### src/hw/rtl/mpq_pkg.sv
// Shared types and constants for the max-priority ticket queue.
`timescale 1ns / 1ps

package mpq_pkg;

    localparam int DEFAULT_QUEUE_DEPTH = 1024;
    localparam int LIMIT_W             = 11;
    localparam int VALUE_W             = 32;
    localparam int TICKET_W            = 32;

    localparam logic [LIMIT_W-1:0]  LIMIT_RESET  = LIMIT_W'(1024);
    localparam logic [TICKET_W-1:0] TICKET_FIRST = TICKET_W'(1);
    localparam logic [TICKET_W-1:0] TICKET_NONE  = '0;
    localparam logic [TICKET_W-1:0] TICKET_LAST  = '1;

    // Request kinds.
    typedef enum logic
    {
        REQ_INSERT  = 1'b0,
        REQ_EXTRACT = 1'b1
    } req_kind_t;

    // Input request payload.
    typedef struct packed
    {
        req_kind_t                 req_type;
        logic signed [VALUE_W-1:0] value;
    } req_t;

    // Result payload.
    typedef struct packed
    {
        logic [TICKET_W-1:0] ticket;
        logic                found;
    } rsp_t;

    // One stored entry of the sorted chain.
    typedef struct packed
    {
        logic                      valid;
        logic signed [VALUE_W-1:0] value;
        logic [TICKET_W-1:0]       ticket;
    } entry_t;

    // Command broadcast to every cell of the chain.
    typedef struct packed
    {
        logic                      ins;
        logic                      ext;
        logic signed [VALUE_W-1:0] value;
        logic [TICKET_W-1:0]       ticket;
    } chain_cmd_t;

endpackage

### src/hw/rtl/mpq_cell.sv
// One cell of the sorted chain: holds one entry and trades it with its neighbors.
`timescale 1ns / 1ps

module mpq_cell
    import mpq_pkg::*;
(
    input  logic       clk,
    input  logic       rst_n,
    input  chain_cmd_t cmd,
    input  entry_t     left_entry,
    input  logic       left_keep,
    input  entry_t     right_entry,
    output entry_t     entry,
    output logic       keep
);

    logic                      valid_reg;
    logic                      valid_next;
    logic signed [VALUE_W-1:0] value_reg;
    logic signed [VALUE_W-1:0] value_next;
    logic [TICKET_W-1:0]       ticket_reg;
    logic [TICKET_W-1:0]       ticket_next;

    // The entry stays ahead of a new one when its value is at least as large,
    // since the new entry is always the youngest.
    assign keep = valid_reg && (value_reg >= cmd.value);

    assign entry.valid  = valid_reg;
    assign entry.value  = value_reg;
    assign entry.ticket = ticket_reg;

    // Select the next content: stay, take the new entry, or shift.
    always_comb
    begin
        valid_next  = valid_reg;
        value_next  = value_reg;
        ticket_next = ticket_reg;
        if (cmd.ext)
        begin
            valid_next  = right_entry.valid;
            value_next  = right_entry.value;
            ticket_next = right_entry.ticket;
        end
        else if (cmd.ins && !keep)
        begin
            if (left_keep)
            begin
                valid_next  = 1'b1;
                value_next  = cmd.value;
                ticket_next = cmd.ticket;
            end
            else
            begin
                valid_next  = left_entry.valid;
                value_next  = left_entry.value;
                ticket_next = left_entry.ticket;
            end
        end
    end

    // Occupancy flag.
    always_ff @(posedge clk or negedge rst_n)
    begin
        if (!rst_n)
        begin
            valid_reg <= 1'b0;
        end
        else
        begin
            valid_reg <= valid_next;
        end
    end

    // Entry payload.
    always_ff @(posedge clk)
    begin
        value_reg  <= value_next;
        ticket_reg <= ticket_next;
    end

endmodule

### config.mk
export PLATFORM = sky130hd
export DESIGN_NAME = mpq_cell
export DESIGN_NICKNAME = d
export VERILOG_FILES = /design/src/hw/rtl/mpq_pkg.sv /design/src/hw/rtl/mpq_cell.sv
export SDC_FILE = /design/constraint.sdc
export NUM_CORES = 1
export LEC_CHECK = 0
export ABC_AREA = 1
export BUFFER_PORTS_ARGS = -buffer_cell sky130_fd_sc_hd__buf_2
export CORE_AREA = 2 2 102 104
export CTS_BUF_LIST = sky130_fd_sc_hd__clkbuf_4 sky130_fd_sc_hd__clkbuf_8
export CTS_CLUSTER_DIAMETER = 30
export CTS_CLUSTER_SIZE = 8
export DETAILED_ROUTE_END_ITERATION = 10
export DIE_AREA = 0 0 104 106
export MAX_ROUTING_LAYER = met4
export PLACE_DENSITY = 0.85
export SLEW_MARGIN = 30
export SYNTH_ARGS = -nofsm -noshare
export SYNTH_HDL_FRONTEND = slang
export SYNTH_SLANG_ARGS = --single-unit
### constraint.sdc
create_clock -name clk -period 5.45 [get_ports clk]
set_clock_uncertainty 0.2 [all_clocks]
set_input_delay 0.545 -clock clk [delete_from_list [all_inputs] [get_ports clk]]
set_output_delay 0.545 -clock clk [all_outputs]
set_load 0.01 [all_outputs]
==> results.txt, run 1 <==
----------------------------------------------------
[Synthesis]
  Average footprint of a synthesized cell ... 8.21 um^2
  Fraction of registers with async set/reset ... 0.0154
  Post-synthesis cell count ... 504
  Flip-flop and latch count after synthesis ... 65
  Leading register cell type out of synthesis ... sky130_fd_sc_hd__edfxtp_1
  Post-synthesis sequential area ratio ... 0.471
  Synth warn ... 0
  Distinct cell type count after synthesis ... 26
  Number of enable-type register cells in the synthesized netlist ... 64
  Net count after synthesis ... 735
  Post-synthesis cell area ... 0.00414 mm^2

[CTS]
  Insertion delay to the later sink of the worst-skew pair ... 340 ps
  Clk Tree Root Cell ... sky130_fd_sc_hd__clkbuf_8
  Clock slew seen by the registers of the worst setup and hold paths ... 70 ps
  Num Clock Sinks ... 65
  Buffers inserted by post-CTS timing repair ... 0
  Number of cells upsized or downsized after cts ... 0
  Count of hold buffers inserted by post-cts repair ... 1
  Number of H-tree levels ... 3
  Bufs on Longest Clock Path ... 2
  Total CTS buffers ... 9
  Clock tree from TritonCTS ... yes

[Critical path]
  Worst EP arrival ... 3110 ps
  Worst setup EP type ... register
  Crit path kind ... register to register
  Number of logic stages on the critical path including buffering ... 12
  Delay of the slowest cell on the worst path ... 660 ps
  Most frequent cell on the critical path ... sky130_fd_sc_hd__nand2_2
  Startpoint class of the critical path ... register
  Required time reported for the critical path endpoint ... 5250 ps
  Crit Path Max Fanout ... 37
  Sum of buffers and inverters on the critical path ... 1
  Cell-by-cell trace of the critical path ... ha_1 > nand2_1 > nor2_2 > nand2_2 > nor4_4 > nand2_1 > nand3_1 > nand3_2 > nand2_2 > nand2_2 > nand2_2 > buf_4
  Worst R2R Path Depth ... 12
  Top delay family on crit path ... simple AND/OR/NAND/NOR gates
  Critical path's slowest cell ... sky130_fd_sc_hd__nand2_2

[Placed design]
  Total half-perimeter wirelength after legalization and detailed placement ... 9250 um
  Global placer's final weighted congestion ... 0.833
  Port buffer count ... 264
  Setup slack after placement ... 1800 ps

[Global routing]
  Initial antenna violation count ... 1
  Busiest layer in global routing ... met2
  Via count of the first global-routing pass ... 4358
  Global Route Usage Sum ... 0.233
  Maximum number of pins on one net before global-route repair ... 67
  First-pass GRT wire length ... 20100 um
  Met2 Track Usage GR ... 0.409
  Total congestion overflow after global routing ... 0
  Met3 Resource Use GR ... 0.0484
  Fraction of met1 tracks used by global routing ... 0.259

[Pwr]
  Switching power as a share of total power ... 0.285
  Leak ... 2.94 nW
  Cell-internal power ... 1.05 mW
  Combinational power share ... 0.254
  Clock network power share ... 0.306
  Power density of the placed cells ... 254 mW/mm^2
  Peak supply drop ... 0.138 mV
  Net Sw Power ... 0.417 mW
  Sequential group share of total power ... 0.440

[Timing]
  Fraction of the cycle the final worst path needs ... 0.607
  Number of hold violations in the final report ... 0
  Tightest Pin Transition ... 907 ps
  Unrepaired setup endpoints after global routing ... no
  Tmin final ... 3310 ps
  Timing-limited maximum frequency ... 302 MHz
  Min Hold Slack ... 301 ps
  Slew HR ... 0.393
  Worst Setup Slack, final ... 2140 ps
  Setup violations, final ... 0
  Accumulated negative setup slack ... 0 ps
  Max-slew violations ... 0

[Routing]
  Post-route ant nets ... 0
  Number of vias after detailed routing ... 4402
  DR iter-0 viols ... 263
  Average vias per placed instance ... 4.90
  Final routed wire length divided by cell count ... 13.9 um
  Wire length reported by the detailed router ... 12500 um
  Detailed-router iteration count before antenna repair ... 5
  DRC violations left ... 0

[Floorplan]
  Initial core utilization ... 0.414
  Vertical extent of the die ... 106 um
  Floorplan Core Area ... 0.0100 mm^2
  Top-level I/O count ... 265
  Floorplan die area ... 0.0110 mm^2
  Width of the die ... 104 um
  # rows ... 37

[Final layout]
  Post-layout net count ... 987
  Most common cell after layout, fill and taps aside ... sky130_fd_sc_hd__buf_2
  Top library cells by usage in the layout, fill and taps aside ... sky130_fd_sc_hd__buf_2 (264), sky130_fd_sc_hd__a21oi_1 (141), sky130_fd_sc_hd__nand2_1 (102)
  Share of layout cells above drive strength 1 ... 0.389
  Layout overhead on the synthesized area ... 39.6%

[Min path]
  Hold WC Path Type ... input port to register
  Cell depth of the worst min-delay path ... 5

[Run]
  Max-cap violations ... 0

[Run status]
  Status ... finished clean

----------------------------------------------------
==> kinds of logic (layout without fill, tap and decap cells) <==
| kind of cell | count (synthesis) | in the layout | share of synthesized area |
|---|---|---|---|
| flops | 65 | 65 | 0.471 |
| simple gates | 186 | 186 | 0.180 |
| fa+ha+maj | 32 | 32 | 0.0968 |
| other cells | 0 | 1 | 0 |
| compound gates | 150 | 150 | 0.185 |
| buf+inv | 71 | 328 | 0.0680 |
==> cells in the mapped netlist (2+ instances only) <==
library cell	n	area, um^2
sky130_fd_sc_hd__clkbuf_1	18	67.6
sky130_fd_sc_hd__o21ai_0	3	15.0
sky130_fd_sc_hd__nand4_1	2	12.5
sky130_fd_sc_hd__nand3_1	3	15.0
sky130_fd_sc_hd__buf_1	7	26.3
sky130_fd_sc_hd__a21o_1	2	15.0
sky130_fd_sc_hd__inv_1	40	150
sky130_fd_sc_hd__a21oi_1	141	706
sky130_fd_sc_hd__inv_2	2	7.51
sky130_fd_sc_hd__nor2_1	72	270
sky130_fd_sc_hd__nand2_2	4	25.0
sky130_fd_sc_hd__nand2_1	102	383
sky130_fd_sc_hd__edfxtp_1	64	1920
sky130_fd_sc_hd__ha_1	32	400
==> final timing paths <==
kind	from	endpoint	slack, ps
max reg2reg	value_reg[31]	ticket_reg[27]	2140
min in group asynchronous	rst_n	valid_reg	340
min reg2reg	valid_reg	valid_reg	400
max in group asynchronous	rst_n	valid_reg	4630
min	right_entry[64]	valid_reg	300
max	value_reg[31]	ticket_reg[27]	2140
==> stage by stage <==
stage / utilization / area, um^2 / std cells / total power [mW]
2_1_floorplan: - / 4140 / 504 / 0.852
6_report: 0.578 / 5780 / 898 / 1.46
3_3_place_gp: 0.554 / 5540 / 880 / 1.02
3_5_place_dp: 0.554 / 5540 / 880 / 1.03
4_1_cts: 0.577 / 5770 / 897 / 1.48
5_1_grt: 0.578 / 5780 / 898 / 1.55
==> area by class of cell <==
cell class | count | area, um^2
diodes | 1 | 2.50
clock buffers | 14 | 186
clock inverters | 2 | 35.0
fillers | 939 | 4220
inverters | 43 | 164
multi-input cells | 368 | 1910
flip-flops and latches | 65 | 1950
well taps | 136 | 170
repair buffers | 269 | 1360
==> tightest hold or removal path, stage by stage <==
cell,delay (ps)
sky130_fd_sc_hd__buf_2,70
sky130_fd_sc_hd__nand2_1,40
sky130_fd_sc_hd__nand2_1,50
sky130_fd_sc_hd__nand2_1,50
sky130_fd_sc_hd__nand2_1,40
==> power groups by stage <==
| stage | combinational (mW) | clock, mW | sequential, mW |
|---|---|---|---|
| after floorplan | 0.171 | 0 | 0.682 |
| after global routing | 0.420 | 0.482 | 0.650 |
| after detailed placement | 0.374 | 0 | 0.655 |
| final | 0.373 | 0.448 | 0.644 |
| after CTS | 0.376 | 0.459 | 0.645 |
| after global placement | 0.368 | 0 | 0.652 |
==> metal layers <==
metal / part of all wire / up-vias
met5: 0 / -
met4: 0.031 / 0
li1: - / 2212
met3: 0.071 / 33
met1: 0.40 / 1964
met2: 0.49 / 193
(Power assumes the default switching activity.)
==> inputs of run 2 (changes only) <==
Settings changed: CORE_AREA 2 2 102 104 to default, CORE_ASPECT_RATIO from default to 2, CORE_MARGIN from default to 1, CORE_UTILIZATION from default to 40, DIE_AREA 0 0 104 106 to default.
Clock period 5.45 ns to 2.7 ns, I/O delays scaled along.
==> run 2 against run 1 <==
Compared with the run above:
- via count increased by 2.9%
- clock-buffer cell count fell by 3
- worst setup slack got worse by 2000 ps
- largest cell class is now multi-input combinational cells
- largest power group unchanged
==> results.txt, run 2 (same netlist as run 1, synthesis figures left out) <==
----------------------------------------------------
[Min path]
  Hold WC Path Type ... input port to register
  Cell depth of the worst min-delay path ... 3 (-2)

[Floorplan]
  Vertical extent of the die ... 146 um (+38%)
  # rows ... 52 (+41%)
  Initial core utilization ... 0.410 (-0.00349)
  Floorplan die area ... 0.0108 mm^2 (-2.2%)
  Top-level I/O count ... 265 (unchanged)
  Floorplan Core Area ... 0.0101 mm^2 (+0.85%)
  Width of the die ... 73.9 um (-29%)

[Timing]
  Setup violations, final ... 0 (unchanged)
  Tightest Pin Transition ... 742 ps (-166 ps)
  Min Hold Slack ... 37.3 ps (-263 ps)
  Tmin final ... 2540 ps
  Unrepaired setup endpoints after global routing ... no
  Max-slew violations ... 0 (unchanged)
  Fraction of the cycle the final worst path needs ... 0.940
  Number of hold violations in the final report ... 0 (unchanged)
  Accumulated negative setup slack ... 0 ps (unchanged)
  Slew HR ... 0.506 (+0.113)
  Timing-limited maximum frequency ... 394 MHz
  Worst Setup Slack, final ... 163 ps (-1980 ps)

[Global routing]
  Maximum number of pins on one net before global-route repair ... 66 (-1.5%)
  Total congestion overflow after global routing ... 0 (unchanged)
  Global Route Usage Sum ... 0.255 (+0.0218)
  Via count of the first global-routing pass ... 4378 (+0.46%)
  First-pass GRT wire length ... 20000 um (-0.45%)
  Initial antenna violation count ... 1 (unchanged)

[Routing]
  Post-route ant nets ... 0 (unchanged)
  DR iter-0 viols ... 146 (-44%)
  Detailed-router iteration count before antenna repair ... 5 (unchanged)
  Final routed wire length divided by cell count ... 14.9 um (+6.6%)
  Average vias per placed instance ... 5.02 (+2.3%)
  Number of vias after detailed routing ... 4529 (+2.9%)
  Wire length reported by the detailed router ... 13400 um (+7.2%)
  DRC violations left ... 0 (unchanged)

[CTS]
  Num Clock Sinks ... 65 (unchanged)
  Clock tree from TritonCTS ... yes
  Total CTS buffers ... 9 (unchanged)
  Clock slew seen by the registers of the worst setup and hold paths ... 80 ps (about the same)
  Bufs on Longest Clock Path ... 2 (unchanged)
  Clk Tree Root Cell ... sky130_fd_sc_hd__clkbuf_8
  Number of H-tree levels ... 3 (unchanged)
  Insertion delay to the later sink of the worst-skew pair ... 350 ps (about the same)

[Critical path]
  Most frequent cell on the critical path ... sky130_fd_sc_hd__nand2_1
  Startpoint class of the critical path ... register
  Launch point of the worst reg-to-reg path ... value_reg[15]
  Worst setup EP type ... output port
  Crit path kind ... register to output port
  Worst R2R Path Depth ... 14 (+2)
  Crit Reg-Reg Endpoint ... value_reg[18]
  Critical path's slowest cell ... sky130_fd_sc_hd__edfxtp_1
  Worst EP arrival ... 2070 ps (-1040 ps)
  Worst setup path endpoint ... keep
  Critical Path Source ... value_reg[15]
  Crit Path Max Fanout ... 2 (-95%)
  Delay of the slowest cell on the worst path ... 440 ps (-220 ps)
  Required time reported for the critical path endpoint ... 2230 ps (-3020 ps)
  Internal reg-to-reg setup slack ... 250 ps (-1890 ps)
  Cell-by-cell trace of the critical path ... ha_4 > nand2_1 > nor2_2 > nand2_1 > clkinv_1 > nand2_1 > nand2_1 > nand2_1 > nand3_1 > nand3_2 > nand2_2 > inv_1 > buf_2

[Pwr]
  Sequential group share of total power ... 0.428 (-0.012)
  Peak supply drop ... 0.394 mV (+180%)
  Net Sw Power ... 0.891 mW (+110%)
  Combinational power share ... 0.265 (+0.011)
  Clock network power share ... 0.307 (about the same)
  Leak ... 2.98 nW (+1.6%)
  Overall power of the completed layout ... 3.04 mW (+110%)
  Power density of the placed cells ... 510 mW/mm^2 (+100%)
  Cell-internal power ... 2.15 mW (+110%)
  Switching power as a share of total power ... 0.293 (+0.00839)

[Placed design]
  Global placer's final weighted congestion ... 0.868 (+4.3%)
  Post-Place Cell Area ... 0.00563 mm^2 (+1.6%)
  Port buffer count ... 264 (unchanged)
  Setup slack after placement ... 153 ps (-1650 ps)
  Total half-perimeter wirelength after legalization and detailed placement ... 10000 um (+8.2%)
  Placed cell count ... 882 (+0.23%)

[Run]
  Max-cap violations ... 0 (unchanged)

[Run status]
  Status ... finished clean

[Final layout]
  Most common cell after layout, fill and taps aside ... sky130_fd_sc_hd__buf_2
  Layout overhead on the synthesized area ... 44.0%
  Final cell area excluding filler cells ... 0.00596 mm^2 (+3.2%)
  Fill cells ... 925 (-1.5%)
  Share of layout cells above drive strength 1 ... 0.404 (+0.0152)
  Top library cells by usage in the layout, fill and taps aside ... sky130_fd_sc_hd__buf_2 (264), sky130_fd_sc_hd__a21oi_1 (139), sky130_fd_sc_hd__nand2_1 (102)
  Post-layout net count ... 993 (+0.61%)
  Final cell utilization of the core ... 0.591 (+0.0134)
  Final cell count without fillers ... 903 (+0.56%)

----------------------------------------------------
==> run 2: cell types whose count changed in the layout (fill, tap and decap cells not counted), moves of 2 or more <==
cell                         change
sky130_fd_sc_hd__a21oi_1         -2
sky130_fd_sc_hd__clkbuf_8        -4
sky130_fd_sc_hd__a21oi_2         +2
sky130_fd_sc_hd__nor2_1          -2
sky130_fd_sc_hd__clkinvlp_4      +2
sky130_fd_sc_hd__buf_12          +5
sky130_fd_sc_hd__nor2_2          +2
sky130_fd_sc_hd__ha_4            +5
sky130_fd_sc_hd__ha_1            -5
==> run 2: worst min path at each step <==
| stage | slack [ps] | start | endpoint |
|---|---|---|---|
| final | 40 | right_entry[1] | ticket_reg[1] |
| after global routing | 30 | right_entry[8] | ticket_reg[8] |
| after CTS | 4 | right_entry[13] | ticket_reg[13] |
| after detailed placement | -150 | rst_n | valid_reg |
| after global placement | -160 | rst_n | valid_reg |
| after floorplan | -230 | rst_n | valid_reg |
==> run 2: repair_timing <==
item / CTS / global route
hold buffers: 2 / 0
buffers inserted: 0 / 2
gates resized for setup: 0 / 9
endpoints found under the setup margin: 0 / 15
hold endpoints to repair: 1 / 0
==> run 2: cell type report <==
type                       count  area, um^2  area share
sequential                    65        1950       0.327
clock buffer                  11         139      0.0233
clock inverter                 5        80.1      0.0134
antenna                        1        2.50    0.000420
timing repair buffer         275        1470       0.247
multi-input combinational    368        1990       0.334
inverter                      43         161      0.0271
tap                          135         169      0.0283
==> run 2: power by group through the flow <==
stage          Combinational [mW]  Clock [mW]  Sequential, mW
2_1_floorplan               0.346           0            1.37
3_3_place_gp                0.769           0            1.31
3_5_place_dp                0.780           0            1.32
4_1_cts                     0.786       0.959            1.30
5_1_grt                     0.897       0.989            1.31
6_report                    0.806       0.931            1.30
==> run 2: critical path, delay by kind of cell (launching register included) <==
family,cells,cell delay [ps]
buffers and inverters,3,220
adder cells (fa/ha/maj),1,300
AND/OR/NAND/NOR,9,760
flip-flops,1,440
==> run 2: per-layer routing <==
| layer | vias to the layer above | wire [um] | global-route usage |
|---|---|---|---|
| li1 | 2224 | - | - |
| met1 | 2043 | 5120 | 0.266 |
| met2 | 226 | 7200 | 0.448 |
| met3 | 36 | 719 | 0.0450 |
| met4 | 0 | 369 | 0.114 |
| met5 | - | 0 | - |
==> inputs of run 3 (changes only) <==
Settings changed: CORE_ASPECT_RATIO 2 to 1.75, CORE_UTILIZATION 40 to 35, MAX_ROUTING_LAYER met4 to default, PLACE_DENSITY 0.85 to 0.77.
==> run 3 against run 2 <==
Compared with the run above:
- the flow now finishes with violations (design-rule violations)
- clock power fell by 2.7%
- sequential cell count unchanged
- worst hold slack improved by 1.7 ps
- utilization is 7.2 points lower
- register-to-register slack got worse by 60 ps
- highest routed layer unchanged
- global-route usage fell by 4.3 points
- largest cell class unchanged
==> results.txt, run 3 (same netlist as run 1, synthesis figures left out) <==
----------------------------------------------------
[CTS]
  Clock tree from TritonCTS ... yes
  Insertion delay to the later sink of the worst-skew pair ... 340 ps (about the same)
  Number of H-tree levels ... 3 (unchanged)
  Clock slew seen by the registers of the worst setup and hold paths ... 80 ps (about the same)
  Clk Tree Root Cell ... sky130_fd_sc_hd__clkbuf_8
  Total CTS buffers ... 9 (unchanged)
  Num Clock Sinks ... 65 (unchanged)
  Bufs on Longest Clock Path ... 2 (unchanged)

[Global routing]
  Initial antenna violation count ... 0 (-1)
  Busiest layer in global routing ... met2
  Total congestion overflow after global routing ... 0 (unchanged)
  Via count of the first global-routing pass ... 4349 (-0.66%)
  Met2 Track Usage GR ... 0.390 (-0.0576)
  Met3 Resource Use GR ... 0.0516 (+0.00660)
  Maximum number of pins on one net before global-route repair ... 66 (unchanged)
  Fraction of met1 tracks used by global routing ... 0.224 (-0.0418)
  Global Route Usage Sum ... 0.212 (-0.0434)
  First-pass GRT wire length ... 20200 um (+0.65%)

[Critical path]
  Cell-by-cell trace of the critical path ... ha_4 > nand2_1 > nor2_2 > nand2_2 > nor4_4 > nand2_1 > nand2_1 > nand2_1 > nand3_2 > nand2_2 > inv_1 > buf_4
  Critical path's slowest cell ... sky130_fd_sc_hd__edfxtp_1
  Worst setup EP type ... output port
  Required time reported for the critical path endpoint ... 2230 ps (about the same)
  Crit Path Max Fanout ... 2 (unchanged)
  Most frequent cell on the critical path ... sky130_fd_sc_hd__nand2_1
  Crit path kind ... register to output port
  Delay of the slowest cell on the worst path ... 450 ps (about the same)
  Startpoint class of the critical path ... register
  Worst EP arrival ... 2080 ps (about the same)
  Internal reg-to-reg setup slack ... 190 ps (-60 ps)

[Final layout]
  Layout overhead on the synthesized area ... 44.3%
  Area of the multi-input gates ... 0.00199 mm^2 (-0.19%)
  Top library cells by usage in the layout, fill and taps aside ... sky130_fd_sc_hd__buf_2 (263), sky130_fd_sc_hd__a21oi_1 (138), sky130_fd_sc_hd__nand2_1 (100)
  Area occupied by registers ... 0.00195 mm^2 (unchanged)
  Fill cells ... 1149 (+24%)
  Antenna Diode Count ... 0 (-1)
  Post-layout net count ... 996 (+0.30%)
  Most common cell after layout, fill and taps aside ... sky130_fd_sc_hd__buf_2
  Share of layout cells above drive strength 1 ... 0.409 (+0.00492)
  Final cell utilization of the core ... 0.518 (-0.0725)

[Run status]
  Violated checks ... design-rule violations
  Status ... finished, violations left

[Floorplan]
  Floorplan die area ... 0.0123 mm^2 (+14%)
  Vertical extent of the die ... 146 um (unchanged)
  Initial core utilization ... 0.359 (-0.0510)
  Floorplan Core Area ... 0.0115 mm^2 (+14%)
  Width of the die ... 84.2 um (+14%)
  Top-level I/O count ... 265 (unchanged)
  # rows ... 52 (unchanged)

[Timing]
  Accumulated negative setup slack ... 0 ps (unchanged)
  Slew HR ... 0.504 (-0.00139)
  Timing-limited maximum frequency ... 393 MHz (-0.37%)
  Tmin final ... 2550 ps (+9.40 ps)
  Worst Setup Slack, final ... 153 ps (-9.40 ps)
  Setup violations, final ... 0 (unchanged)
  Fraction of the cycle the final worst path needs ... 0.943 (+0.00348)
  Max-slew violations ... 0 (unchanged)
  Number of hold violations in the final report ... 0 (unchanged)
  Tightest Pin Transition ... 744 ps (+2.09 ps)

[Pwr]
  Peak supply drop ... 0.334 mV (-15%)
  Leak ... 3.00 nW (+0.72%)
  Overall power of the completed layout ... 3.02 mW (-0.43%)
  Power density of the placed cells ... 507 mW/mm^2 (-0.62%)

[Routing]
  Number of vias after detailed routing ... 4460 (-1.5%)
  Detailed-router iteration count before antenna repair ... 8 (+3)
  Wire length reported by the detailed router ... 12900 um (-3.6%)
  Average vias per placed instance ... 4.93 (-1.7%)
  Post-route ant nets ... 0 (unchanged)
  DRC violations left ... 27 (+27)
  Final routed wire length divided by cell count ... 14.3 um (-3.8%)
  DR iter-0 viols ... 134 (-8.2%)

[Min path]
  Hold WC Path Type ... input port to register

[Placed design]
  Port buffer count ... 264 (unchanged)
  Total half-perimeter wirelength after legalization and detailed placement ... 9760 um (-2.6%)
  Setup slack after placement ... 135 ps (-18.1 ps)
  Global placer's final weighted congestion ... 0.831 (-4.3%)

[Run]
  Max-cap violations ... 0 (unchanged)

----------------------------------------------------
run 3: timing repair:
item | CTS | global route
endpoints found under the setup margin | 0 | 56
setup buffers | 0 | 4
resized for setup | 0 | 14
hold buffers | 1 | 0
endpoints found under the hold margin | 1 | 0
run 3: routing by layer:
| layer | vias to the layer above | wire length [um] |
|---|---|---|
| met5 | - | 0 |
| met4 | 0 | 389 |
| met3 | 29 | 845 |
| met2 | 189 | 6910 |
| met1 | 2010 | 4780 |
| li1 | 2232 | - |
run 3: worst paths after layout:
check / from / to / cells after the start
max: value_reg[27] / keep / 12
min: right_entry[64] / valid_reg / 5
max reg2reg: value_reg[21] / value_reg[1] / 12
min reg2reg: valid_reg / valid_reg / 2
max in group asynchronous: rst_n / valid_reg / 2
min in group asynchronous: rst_n / valid_reg / 2
run 3: layout make-up:
cell class,instances,share of cell area
Clock buffer,10,0.0220
Multi-Input combinational cell,368,0.333
Sequential cell,65,0.326
Tap cell,135,0.0283
Timing Repair Buffer,278,0.250
Clock inverter,6,0.0138
Inverter,43,0.0270
run 3: per-stage QoR:
step	instances	hold slack [ps]	cell area [um^2]
final	905	39.0	5970
after floorplan	504	-226	4140
after global routing	905	31.8	5970
after detailed placement	884	-146	5640
after global placement	884	-154	5640
after CTS	901	17.2	5870
run 3: power by group:
part / internal [mW] / total [mW] / switching [mW]
sequential: 1.25 / 1.30 / 0.0460
clock: 0.526 / 0.906 / 0.380
combinational: 0.366 / 0.821 / 0.455
total: 2.14 / 3.02 / 0.881
run 3: worst max-delay path: cells and delay by family, from the launching register on:
family,cells,cell delay (ps)
flops,1,450
simple gates,9,750
buf+inv,2,220
fa+ha+maj,1,300
